**config.mk**
```make
export PLATFORM = sky130hd
export DESIGN_NAME = sensor_radio_packet_decoder_top
export DESIGN_NICKNAME = d
export VERILOG_FILES = /design/src/rtl/core/srpd_pkg.sv /design/src/rtl/core/srpd_ram.sv /design/src/rtl/core/srpd_front.sv /design/src/rtl/core/srpd_queue.sv /design/src/rtl/core/srpd_back.sv /design/src/rtl/core/sensor_radio_packet_decoder_top.sv
export VERILOG_INCLUDE_DIRS = /design/src /design/src/rtl/core
export SDC_FILE = /design/constraint.sdc
export NUM_CORES = 2
export LEC_CHECK = 0
export BUFFER_PORTS_ARGS = -buffer_cell sky130_fd_sc_hd__buf_4
export CAP_MARGIN = 25
export CORE_MARGIN = 4
export CORE_UTILIZATION = 56
export DETAILED_ROUTE_END_ITERATION = 10
export GPL_TIMING_DRIVEN = 0
export PLACE_DENSITY = 0.75
export SYNTH_ARGS = -nofsm -noshare
export SYNTH_HDL_FRONTEND = slang
export SYNTH_SLANG_ARGS = --single-unit
export TNS_END_PERCENT = 20
```
**constraint.sdc**
```tcl
create_clock -name aclk -period 19.45 [get_ports aclk]
set_input_delay 0 -clock aclk [delete_from_list [all_inputs] [get_ports aclk]]
set_output_delay 0 -clock aclk [all_outputs]
set_load 0.02 [all_outputs]
```
**src/rtl/core/assert_macros.svh**
```systemverilog
// Assertion macros for the decoder RTL.
// Included by name from the modules that check their own logic.
`ifndef ASSERT_MACROS_SVH
`define ASSERT_MACROS_SVH

// Property holds at every edge outside reset.
`define SRPD_ASSERT(name, clk, rstn, prop) \
    name: assert property (@(posedge clk) disable iff (!rstn) (prop)) \
        else $error("srpd assertion failed");

// Condition a implies condition b on the following edge.
`define SRPD_ASSERT_NEXT(name, clk, rstn, a, b) \
    name: assert property (@(posedge clk) disable iff (!rstn) (a) |=> (b)) \
        else $error("srpd assertion failed");

`endif

```
**src/rtl/core/srpd_pkg.sv**
```systemverilog
// Shared constants, types and the field decode function of the packet decoder.
// No dependencies; used by every module of the block but srpd_ram.
package srpd_pkg;

    localparam int MAX_DEVICES_DEF = 8;
    localparam int KEEP_BYTES      = 30;
    localparam int QUEUE_DEPTH     = 2;

    localparam logic [5:0] POS_IDLE     = 6'd0;
    localparam logic [5:0] POS_FIRST    = 6'd1;
    localparam logic [5:0] POS_LAST_SUM = 6'd30;
    localparam logic [5:0] POS_CHECK    = 6'd31;
    localparam logic [5:0] POS_FINAL    = 6'd32;
    localparam logic [5:0] POS_DONE     = 6'd33;

    localparam logic [31:0] TIMEOUT_RST = 32'd5000;
    localparam logic [3:0]  PROTO_RST   = 4'd3;
    localparam logic [3:0]  PROTO_AVG   = 4'd3;

    localparam logic        REG_TIMEOUT = 1'b0;
    localparam logic        REG_PROTO   = 1'b1;

    localparam logic [18:0] BATT_BASE = 19'd2000;
    localparam logic [18:0] BATT_STEP = 19'd10;

    localparam logic [4:0] KIND_DATA_ID  = 5'd0;
    localparam logic [4:0] KIND_BATTERY  = 5'd1;
    localparam logic [4:0] KIND_SPEC0    = 5'd2;
    localparam logic [4:0] KIND_SPEC1    = 5'd3;
    localparam logic [4:0] KIND_SPEC2    = 5'd4;
    localparam logic [4:0] KIND_SPEC3    = 5'd5;
    localparam logic [4:0] KIND_MUSCLE   = 5'd6;
    localparam logic [4:0] KIND_MOMENT   = 5'd7;
    localparam logic [4:0] KIND_QUAT_W   = 5'd8;
    localparam logic [4:0] KIND_QUAT_X   = 5'd9;
    localparam logic [4:0] KIND_QUAT_Y   = 5'd10;
    localparam logic [4:0] KIND_QUAT_Z   = 5'd11;
    localparam logic [4:0] KIND_RAW0     = 5'd12;
    localparam logic [4:0] KIND_RAW1     = 5'd13;
    localparam logic [4:0] KIND_LAST     = 5'd19;

    typedef struct packed {
        logic [KEEP_BYTES-1:0][7:0] bytes;
        logic [31:0]                now_ms;
    } pkt_desc_t;

    typedef struct packed {
        logic full;
        logic valid;
    } q_status_t;

    function automatic logic [18:0] sext16(input logic [15:0] x);
        return {{3{x[15]}}, x};
    endfunction

    function automatic logic [18:0] decode_field(input logic [KEEP_BYTES-1:0][7:0] p,
                                                 input logic [4:0] kind,
                                                 input logic [3:0] proto);
        logic [15:0] spec2;
        logic [15:0] spec3;
        logic [18:0] moment;
        logic [15:0] square;
        logic [15:0] raw0;
        logic [15:0] rawk;
        logic [2:0]  k;
        logic [7:0]  delta;
        logic [18:0] v;
        spec2  = {p[11], p[12]};
        spec3  = {p[13], p[14]};
        moment = {3'b0, spec2} + {2'b0, spec3, 1'b0};
        square = {8'b0, p[8]} * {8'b0, p[8]};
        raw0   = {p[20], p[21]};
        k      = 3'(kind - KIND_RAW1);
        delta  = p[5'd22 + 5'(k)];
        rawk   = p[29][3'(3'd6 - k)] ? (raw0 - {8'b0, delta}) : (raw0 + {8'b0, delta});
        case (kind)
            KIND_DATA_ID: v = {11'b0, p[0]};
            KIND_BATTERY: v = BATT_BASE + {11'b0, p[6]} * BATT_STEP;
            KIND_SPEC0:   v = {3'b0, p[7], 8'b0};
            KIND_SPEC1:   v = {3'b0, p[9], p[10]};
            KIND_SPEC2:   v = {3'b0, spec2};
            KIND_SPEC3:   v = {3'b0, spec3};
            KIND_MUSCLE:  v = (proto < PROTO_AVG) ? moment : {6'b0, square[15:3]};
            KIND_MOMENT:  v = moment;
            KIND_QUAT_W:  v = sext16({p[15], p[16]});
            KIND_QUAT_X:  v = sext16({p[17], 8'b0});
            KIND_QUAT_Y:  v = sext16({p[18], 8'b0});
            KIND_QUAT_Z:  v = sext16({p[19], 8'b0});
            KIND_RAW0:    v = sext16(raw0);
            default:      v = (kind > KIND_RAW0 && kind <= KIND_LAST) ? sext16(rawk) : '0;
        endcase
        return v;
    endfunction

endpackage

```
**src/rtl/core/srpd_ram.sv**
```systemverilog
// Generic single-write, single-read RAM with registered read data.
// No dependencies.
module srpd_ram #(
    parameter int WIDTH = 64,
    parameter int DEPTH = 8,
    parameter int AW    = (DEPTH > 1) ? $clog2(DEPTH) : 1
) (
    input  logic             aclk,
    input  logic             we,
    input  logic [AW-1:0]    waddr,
    input  logic [WIDTH-1:0] wdata,
    input  logic [AW-1:0]    raddr,
    output logic [WIDTH-1:0] rdata
);

    logic [WIDTH-1:0] mem_reg [DEPTH];
    logic [WIDTH-1:0] rdata_reg;

    always_ff @(posedge aclk) begin
        if (we) begin
            mem_reg[waddr] <= wdata;
        end
        rdata_reg <= mem_reg[raddr];
    end

    assign rdata = rdata_reg;

endmodule

```
**src/rtl/core/srpd_front.sv**
```systemverilog
// Byte capture: position tracking, checksum and payload assembly.
// Depends on srpd_pkg; hands finished good packets to the queue.
module srpd_front
    import srpd_pkg::*;
(
    input  logic      aclk,
    input  logic      aresetn,
    input  logic      s_tvalid,
    output logic      s_tready,
    input  logic [39:0] s_tdata,   // data_byte [7:0], now_ms [39:8]
    input  logic      s_tuser,     // packet_start
    input  q_status_t q_status,
    output logic      push,
    output pkt_desc_t push_desc
);

    logic [5:0]                 pos_reg;
    logic [7:0]                 sum_reg;
    logic                       good_reg;
    logic [KEEP_BYTES-1:0][7:0] buf_reg;
    logic                       accept;
    logic                       in_packet;
    logic [7:0]                 data_byte;

    assign data_byte = s_tdata[7:0];
    assign s_tready  = !q_status.full;
    assign accept    = s_tvalid && s_tready;
    assign in_packet = (pos_reg != POS_IDLE) && (pos_reg < POS_DONE);
    assign push      = accept && !s_tuser && (pos_reg == POS_FINAL) && good_reg;

    always_ff @(posedge aclk) begin
        if (!aresetn) begin
            pos_reg  <= POS_IDLE;
            sum_reg  <= '0;
            good_reg <= 1'b0;
        end else if (accept) begin
            if (s_tuser) begin
                pos_reg <= POS_FIRST;
                sum_reg <= '0;
            end else if (in_packet) begin
                if (pos_reg <= POS_LAST_SUM) begin
                    sum_reg <= sum_reg + data_byte;
                end
                if (pos_reg == POS_CHECK) begin
                    good_reg <= (sum_reg == data_byte);
                end
                pos_reg <= pos_reg + 6'd1;
            end
        end
    end

    // Shift payload in so byte 1 of the packet ends at the bottom.
    always_ff @(posedge aclk) begin
        if (accept && !s_tuser && in_packet && pos_reg <= POS_LAST_SUM) begin
            buf_reg <= {data_byte, buf_reg[KEEP_BYTES-1:1]};
        end
    end

    assign push_desc.bytes  = buf_reg;
    assign push_desc.now_ms = s_tdata[39:8];

endmodule

```
**src/rtl/core/srpd_queue.sv**
```systemverilog
// Short FIFO of checked packets between capture and table/emit logic.
// Depends on srpd_pkg.
module srpd_queue
    import srpd_pkg::*;
#(
    parameter int DEPTH = QUEUE_DEPTH
) (
    input  logic      aclk,
    input  logic      aresetn,
    input  logic      push,
    input  pkt_desc_t push_desc,
    input  logic      pop,
    output q_status_t q_status,
    output pkt_desc_t head_desc
);

    localparam int PW = (DEPTH > 1) ? $clog2(DEPTH) : 1;
    localparam int CW = $clog2(DEPTH + 1);

    pkt_desc_t       entry_reg [DEPTH];
    logic [PW-1:0]   wr_ptr_reg;
    logic [PW-1:0]   rd_ptr_reg;
    logic [CW-1:0]   count_reg;

    function automatic logic [PW-1:0] bump(input logic [PW-1:0] p);
        return (p == PW'(DEPTH - 1)) ? '0 : p + PW'(1);
    endfunction

    always_ff @(posedge aclk) begin
        if (!aresetn) begin
            wr_ptr_reg <= '0;
            rd_ptr_reg <= '0;
            count_reg  <= '0;
        end else begin
            if (push) begin
                wr_ptr_reg <= bump(wr_ptr_reg);
            end
            if (pop) begin
                rd_ptr_reg <= bump(rd_ptr_reg);
            end
            if (push && !pop) begin
                count_reg <= count_reg + CW'(1);
            end else if (pop && !push) begin
                count_reg <= count_reg - CW'(1);
            end
        end
    end

    always_ff @(posedge aclk) begin
        if (push) begin
            entry_reg[wr_ptr_reg] <= push_desc;
        end
    end

    assign q_status.valid = (count_reg != '0);
    assign q_status.full  = (count_reg == CW'(DEPTH));
    assign head_desc      = entry_reg[rd_ptr_reg];

endmodule

```
**src/rtl/core/srpd_back.sv**
```systemverilog
// Device table walk (evict, find, add) and emission of the 20 field results.
// Depends on srpd_pkg, srpd_ram and assert_macros.svh.
`include "assert_macros.svh"
module srpd_back
    import srpd_pkg::*;
#(
    parameter int MAX_DEVICES = MAX_DEVICES_DEF
) (
    input  logic        aclk,
    input  logic        aresetn,
    input  q_status_t   q_status,
    input  pkt_desc_t   head_desc,
    output logic        pop,
    input  logic [31:0] stale_timeout_ms,
    input  logic [3:0]  proto_sel,
    output logic        m_tvalid,
    input  logic        m_tready,
    output logic [63:0] m_tdata,   // device_slot [2:0], device_ident [34:3],
                                   // field_kind [39:35], field_value [58:40]
    output logic        m_tlast
);

    localparam int IW = (MAX_DEVICES > 1) ? $clog2(MAX_DEVICES) : 1;
    localparam int CW = $clog2(MAX_DEVICES + 1);

    localparam logic [2:0] ST_IDLE  = 3'd0;
    localparam logic [2:0] ST_READ  = 3'd1;
    localparam logic [2:0] ST_CHECK = 3'd2;
    localparam logic [2:0] ST_PLACE = 3'd3;
    localparam logic [2:0] ST_EMIT  = 3'd4;

    logic [2:0]    state_reg;
    logic [CW-1:0] rd_reg;
    logic [CW-1:0] wr_reg;
    logic [CW-1:0] total_reg;
    logic          found_reg;
    logic [IW-1:0] slot_reg;
    logic [4:0]    kind_reg;
    pkt_desc_t     desc_reg;
    logic          m_valid_reg;
    logic [63:0]   m_data_reg;
    logic          m_last_reg;

    logic [31:0]   ident;
    logic [63:0]   rdata;
    logic [31:0]   ent_id;
    logic [31:0]   ent_time;
    logic          stale;
    logic          match;
    logic          room;
    logic          we;
    logic [IW-1:0] waddr;
    logic [63:0]   wdata;
    logic          out_load;
    logic [18:0]   value;

    assign ident    = {desc_reg.bytes[2], desc_reg.bytes[3], desc_reg.bytes[4],
                       desc_reg.bytes[5]};
    assign ent_id   = rdata[63:32];
    assign ent_time = rdata[31:0];
    assign stale    = (desc_reg.now_ms - ent_time) > stale_timeout_ms;
    assign match    = !found_reg && (ent_id == ident);
    assign room     = (wr_reg < CW'(MAX_DEVICES));
    assign pop      = (state_reg == ST_IDLE) && q_status.valid;
    assign out_load = (state_reg == ST_EMIT) && (!m_valid_reg || m_tready);
    assign value    = decode_field(desc_reg.bytes, kind_reg, proto_sel);

    // Compacting write: kept entries slide down to the write index; a new device is added after them.
    always_comb begin
        we    = 1'b0;
        waddr = wr_reg[IW-1:0];
        wdata = {ident, desc_reg.now_ms};
        case (state_reg)
            ST_CHECK: begin
                we    = !stale;
                wdata = {ent_id, match ? desc_reg.now_ms : ent_time};
            end
            ST_PLACE: begin
                we = !found_reg && room;
            end
            default: begin
                we = 1'b0;
            end
        endcase
    end

    srpd_ram #(
        .WIDTH (64),
        .DEPTH (MAX_DEVICES)
    ) u_table (
        .aclk  (aclk),
        .we    (we),
        .waddr (waddr),
        .wdata (wdata),
        .raddr (rd_reg[IW-1:0]),
        .rdata (rdata)
    );

    always_ff @(posedge aclk) begin
        if (!aresetn) begin
            state_reg   <= ST_IDLE;
            rd_reg      <= '0;
            wr_reg      <= '0;
            total_reg   <= '0;
            found_reg   <= 1'b0;
            kind_reg    <= '0;
            m_valid_reg <= 1'b0;
        end else begin
            case (state_reg)
                ST_IDLE: begin
                    if (q_status.valid) begin
                        rd_reg    <= '0;
                        wr_reg    <= '0;
                        found_reg <= 1'b0;
                        state_reg <= (total_reg != '0) ? ST_READ : ST_PLACE;
                    end
                end
                ST_READ: begin
                    state_reg <= ST_CHECK;
                end
                ST_CHECK: begin
                    if (!stale) begin
                        wr_reg <= wr_reg + CW'(1);
                        if (match) begin
                            found_reg <= 1'b1;
                        end
                    end
                    rd_reg    <= rd_reg + CW'(1);
                    state_reg <= (rd_reg + CW'(1) == total_reg) ? ST_PLACE : ST_READ;
                end
                ST_PLACE: begin
                    total_reg <= (!found_reg && room) ? wr_reg + CW'(1) : wr_reg;
                    kind_reg  <= KIND_DATA_ID;
                    state_reg <= ST_EMIT;
                end
                ST_EMIT: begin
                    if (out_load) begin
                        kind_reg <= kind_reg + 5'd1;
                        if (kind_reg == KIND_LAST) begin
                            state_reg <= ST_IDLE;
                        end
                    end
                end
                default: begin
                    state_reg <= ST_IDLE;
                end
            endcase
            if (out_load) begin
                m_valid_reg <= 1'b1;
            end else if (m_tready) begin
                m_valid_reg <= 1'b0;
            end
        end
    end

    always_ff @(posedge aclk) begin
        if (pop) begin
            desc_reg <= head_desc;
        end
        if (state_reg == ST_CHECK && !stale && match) begin
            slot_reg <= wr_reg[IW-1:0];
        end
        if (state_reg == ST_PLACE && !found_reg) begin
            slot_reg <= room ? wr_reg[IW-1:0] : IW'(MAX_DEVICES - 1);
        end
        if (out_load) begin
            m_data_reg <= {5'b0, value, kind_reg, ident, 3'(slot_reg)};
            m_last_reg <= (kind_reg == KIND_LAST);
        end
    end

    assign m_tvalid = m_valid_reg;
    assign m_tdata  = m_data_reg;
    assign m_tlast  = m_last_reg;

    `SRPD_ASSERT(a_total_bound, aclk, aresetn, total_reg <= CW'(MAX_DEVICES))
    `SRPD_ASSERT(a_last_kind, aclk, aresetn,
                 !m_tvalid || (m_tlast == (m_tdata[39:35] == KIND_LAST)))
    `SRPD_ASSERT_NEXT(a_pop_walks, aclk, aresetn, pop,
                      state_reg == ST_READ || state_reg == ST_PLACE)

endmodule

```
**src/rtl/core/sensor_radio_packet_decoder_top.sv**
```systemverilog
// Top level of the sensor radio packet decoder: APB registers and channel wiring.
// Depends on srpd_pkg, srpd_front, srpd_queue and srpd_back.
//
// Usage:
//   Input stream (s_*): one packet byte per transfer; s_tuser high marks byte 0
//   of a 33-byte packet. Bytes outside a started packet are dropped.
//   Result stream (m_*): a good packet gives 20 transfers, one per decoded field,
//   m_tlast on the last; a packet with a bad checksum gives none.
//   APB: stale timeout at 0x0, protocol select at 0x4; write only when idle.
// Timing:
//   Capture takes a byte whenever s_tready is high. After the final byte of a
//   good packet the table walk reads and checks each stored device, its read step
//   set by the registered read of the device table RAM, then places the device;
//   results then leave at one per cycle while m_tready is high.
//   A two-entry packet queue separates capture and walk/emit; s_tready falls only
//   when both entries are waiting, so a stalled receiver holds results in the
//   output register while capture continues.
// Reset: aresetn clears position, checksum, queue, device count and the
//   registers to timeout 5000 ms and protocol version 3.
module sensor_radio_packet_decoder_top
    import srpd_pkg::*;
#(
    parameter int MAX_DEVICES = MAX_DEVICES_DEF
) (
    input  logic        aclk,
    input  logic        aresetn,
    input  logic        s_tvalid,
    output logic        s_tready,
    input  logic [39:0] s_tdata,   // data_byte [7:0], now_ms [39:8]
    input  logic        s_tuser,   // packet_start
    output logic        m_tvalid,
    input  logic        m_tready,
    output logic [63:0] m_tdata,   // device_slot [2:0], device_ident [34:3],
                                   // field_kind [39:35], field_value [58:40]
    output logic        m_tlast,
    input  logic        psel,
    input  logic        penable,
    input  logic        pwrite,
    input  logic [2:0]  paddr,
    input  logic [31:0] pwdata,
    output logic [31:0] prdata,
    output logic        pready
);

    logic [31:0] timeout_reg;
    logic [3:0]  proto_reg;
    logic        cfg_write;
    q_status_t   q_status;
    logic        push;
    logic        pop;
    pkt_desc_t   push_desc;
    pkt_desc_t   head_desc;

    assign pready    = 1'b1;
    assign cfg_write = psel && penable && pwrite && pready;

    always_ff @(posedge aclk) begin
        if (!aresetn) begin
            timeout_reg <= TIMEOUT_RST;
            proto_reg   <= PROTO_RST;
        end else if (cfg_write) begin
            if (paddr[2] == REG_TIMEOUT) begin
                timeout_reg <= pwdata;
            end else begin
                proto_reg <= pwdata[3:0];
            end
        end
    end

    assign prdata = (paddr[2] == REG_PROTO) ? {28'b0, proto_reg} : timeout_reg;

    srpd_front u_front (
        .aclk      (aclk),
        .aresetn   (aresetn),
        .s_tvalid  (s_tvalid),
        .s_tready  (s_tready),
        .s_tdata   (s_tdata),
        .s_tuser   (s_tuser),
        .q_status  (q_status),
        .push      (push),
        .push_desc (push_desc)
    );

    srpd_queue #(
        .DEPTH (QUEUE_DEPTH)
    ) u_queue (
        .aclk      (aclk),
        .aresetn   (aresetn),
        .push      (push),
        .push_desc (push_desc),
        .pop       (pop),
        .q_status  (q_status),
        .head_desc (head_desc)
    );

    srpd_back #(
        .MAX_DEVICES (MAX_DEVICES)
    ) u_back (
        .aclk             (aclk),
        .aresetn          (aresetn),
        .q_status         (q_status),
        .head_desc        (head_desc),
        .pop              (pop),
        .stale_timeout_ms (timeout_reg),
        .proto_sel        (proto_reg),
        .m_tvalid         (m_tvalid),
        .m_tready         (m_tready),
        .m_tdata          (m_tdata),
        .m_tlast          (m_tlast)
    );

endmodule

```
==> metrics.md <==
| Metric | Value |
|---|---|
| Status | `finished clean` |
| RSZ-0062 raised after global routing | `no` |
| Num ports | `~180` |
| Final slew viol count | `0` |
| Pin count of the biggest net entering global routing | `123` |
| Largest family of logic cells by synthesized area | `multiplexers` |
| Clk sink count | `1,748` |
| HP Class | `in2reg` |
| Post-DP HPWL | `110 mm` |
| Gr ovfl total | `0` |
| Maximum vdd drop | `0.207 mV` |
| RePlAce Congestion | `0.949` |
| Period utilization | `41.4%` |
| Hold WS | `77.5 ps` |
| Synthesized area | `69,400 µm²` |
| Setup TNS | `0 ps` |
| Die Footprint | `130,000 µm²` |
| Starting Density | `56.7%` |
| Hold Fails Final Rpt | `0` |
| Length of the first detailed-routing pass in iterations | `9` |
| Mapped Cells | `a little under 4,000` |
| DP Worst Slack | `11,480 ps` |
| Worst setup margin | `around 11,000 ps` |
| Tightest Pin Transition | `approximately 1300 ps` |
| Largest register FFs | `approximately 530` |
| Max Root-Sink Buffers | `3` |
| TritonCTS clock tree | `yes` |
| CTS root buf | `clkbuf_16` |
| CORE AREA | `122,000 µm²` |
| Drt total wl | `about 160 mm` |
| Post-Synth XOR/XNOR Area | `1.61%` |
| Die span in y | `360 µm` |
| Routed WL per cell | `25.5 µm` |
| Antenna-violating nets left | `0` |
| DRC | `0` |
| Post-synthesis async set-or-reset flop share | `0%` |
| CP max FO | `10` |
| Register area share after synthesis | `73.6%` |
| Synth warnings | `0` |
| Slew margin rel. | `14.4%` |
| DR vias | `37,800` |
| Fill count | `7,891` |
| Share of layout cells above drive strength 1 | `between 20% and 30%` |
| Maximum clock rate | `124 MHz` |
| Area Growth Syn to Fin | `17.9%` |
| Data arrival, critical path | `8550 ps` |
| Seq cells post-synth | `1,748` |
| Avg Cell Area, Syn | `17.6 µm²` |
| Number of flops mapped to enable cells by yosys | `1,607` |
| Worst setup SP type | `register` |
| Clock Pin Slew Worst Setup and Hold Paths | `60 ps` |
| Post-layout min period | `8060 ps` |
| Fin nets | `~4,900` |
| Worst setup EP type | `register` |
| P per Cell Area | `146 nW/µm²` |
| Adder-cell share of the synthesized area | `under 10%` |
| Endpoints failing setup | `0` |
| Most frequent cells after synthesis | `edfxtp_1, mux2_2, nand2_1` |
| Clock skew | `between 20 and 25 ps` |
| Count of cell types in the netlist | `78` |
| Yosys top cell area share | `between 60% and 70%` |
| Max_cap viols | `0` |
| Post-DR vias/cell | `5.92` |
| Simple-gate portion of the synthesized area | `under 10%` |
| Worst EP required | `19,940 ps` |
| Die width | `360 µm` |
| Dominant synthesized flop cell | `edfxtp_1` |
| # Post-CTS Setup Buffers | `0` |
| Detailed router's first-iteration violation count | `3,845` |
| FF-to-FF path depth | `24` |
| WS Path Type | `reg2reg` |
| Mux cell area share after synthesis | `~11%` |
| Largest cells by area after synthesis | `edfxtp_1, mux2_2, mux4_2` |
| Post-synthesis compound-gate area fraction | `around 4.2%` |
| Count leader, synth | `edfxtp_1` |
| Number of global-route vias before repair | `38,700` |
| Skew-Pair Late Insertion Delay | `790 ps` |
| Leakage power | `28.0 nW` |
| I/O Buffers | `172` |
| Leading area contributor after synthesis | `edfxtp_1` |
| Hold path depth | `4` |
| Total GRT Usage | `roughly 25%` |
| CTS Buf Count | `around 170` |
| Final core occ | `66.9%` |
| FP Rows | `~130` |
| First-pass GRT wire length | `243 mm` |
| H-tree levels | `4` |
| Initial antenna violation count | `2` |
[critical path, stage by stage, from the launching register on]
cell       delay, ps
dfxtp_1          570
buf_2            500
buf_6            280
buf_2            390
inv_2            110
ha_1             450
buf_6            240
clkbuf_1         740
mux4_2           470
mux2_2           290
a21oi_1          340
nand2_1          160
inv_2            100
nand3_1          100
nor2_1           160
ha_1             250
mux2i_1          170
ha_1             290
o2111ai_1        150
a31oi_1          110
o31ai_1          430
o21ai_0          200
xnor2_1          210
o211ai_1         330
or4b_1           710
[logic make-up after synthesis]
family          after synthesis
flops                      1748
simple gates                643
mux                         515
compound gates              442
buf+inv                     291
fa+ha+maj                   185
xor+xnor                    127
other cells                   2
[cell usage in the layout, fill, tap and decap left out, types with 25 or more instances in the layout]
cell	instances
a21o_1	35
clkinv_2	33
nor2b_1	39
ha_1	155
nor3_1	25
clkbuf_1	151
fa_1	30
edfxtp_1	1607
buf_4	222
xnor2_1	69
a21oi_1	90
nand3_1	39
buf_6	48
dfxtp_1	141
a21boi_1	32
nor2_1	105
o21ai_1	62
xor2_1	57
and2_1	36
o21ai_0	46
mux4_2	154
inv_1	140
clkbuf_16	176
mux2_2	333
a22oi_1	34
dlygate4sd3_1	183
nand2_1	276
[layer usage]
metal	global-route usage (%)	wire length, µm	share of wire, %	up-vias
met1	33.7	65500	40	19300
met5	0	0	0	-
met2	41.6	80800	50	1592
met4	9.49	5880	3.6	0
li1	-	-	-	16700
met3	4.05	10800	6.6	319
[worst paths after layout]
kind                                             from                    end  slack [ps]
worst max-delay path               u_back.kind_reg[0]     u_back.m_tdata[55]       11390
worst min-delay path                       pwdata[22]        timeout_reg[22]          80
worst max register to register     u_back.kind_reg[0]     u_back.m_tdata[55]       11390
worst min register to register  u_front.push_desc[46]  u_front.push_desc[38]         420
[layout make-up]
class | count | area, µm² | share of cell area (%)
multi-input combinational | 1918 | 17300 | 21.1
antenna | 4 | 10.0 | 0.0122
buffer | 146 | 602 | 0.736
tap | 1625 | 2030 | 2.49
timing repair buffer | 487 | 4810 | 5.88
sequential | 1748 | 51100 | 62.4
inverter | 145 | 554 | 0.677
clock inverter | 88 | 796 | 0.973
clock buffer | 225 | 4680 | 5.72
[timing repair]
| item | 4_1_cts | 5_1_grt |
|---|---|---|
| hold endpoints to repair | 135 | 0 |
| gates resized for setup | 0 | 0 |
| endpoints found under the setup margin | 0 | 0 |
| hold buffers | 183 | 0 |
[through the flow]
step                std cells  power, W  instance area [µm²]
floorplan                3957   0.00751                69400
CTS                      6375    0.0119                81700
detailed placement       5879   0.00867                74400
finish                   6386    0.0119                81800
global route             6383    0.0125                81800
global placement         5754   0.00867                72700
[where the power goes]
part / switching [W] / internal (W)
Clock: 0.00137 / 0.00184
Sequential: 0.000340 / 0.00474
Combinational: 0.00217 / 0.00147
Note: power is estimated with default switching activity, not from simulation.
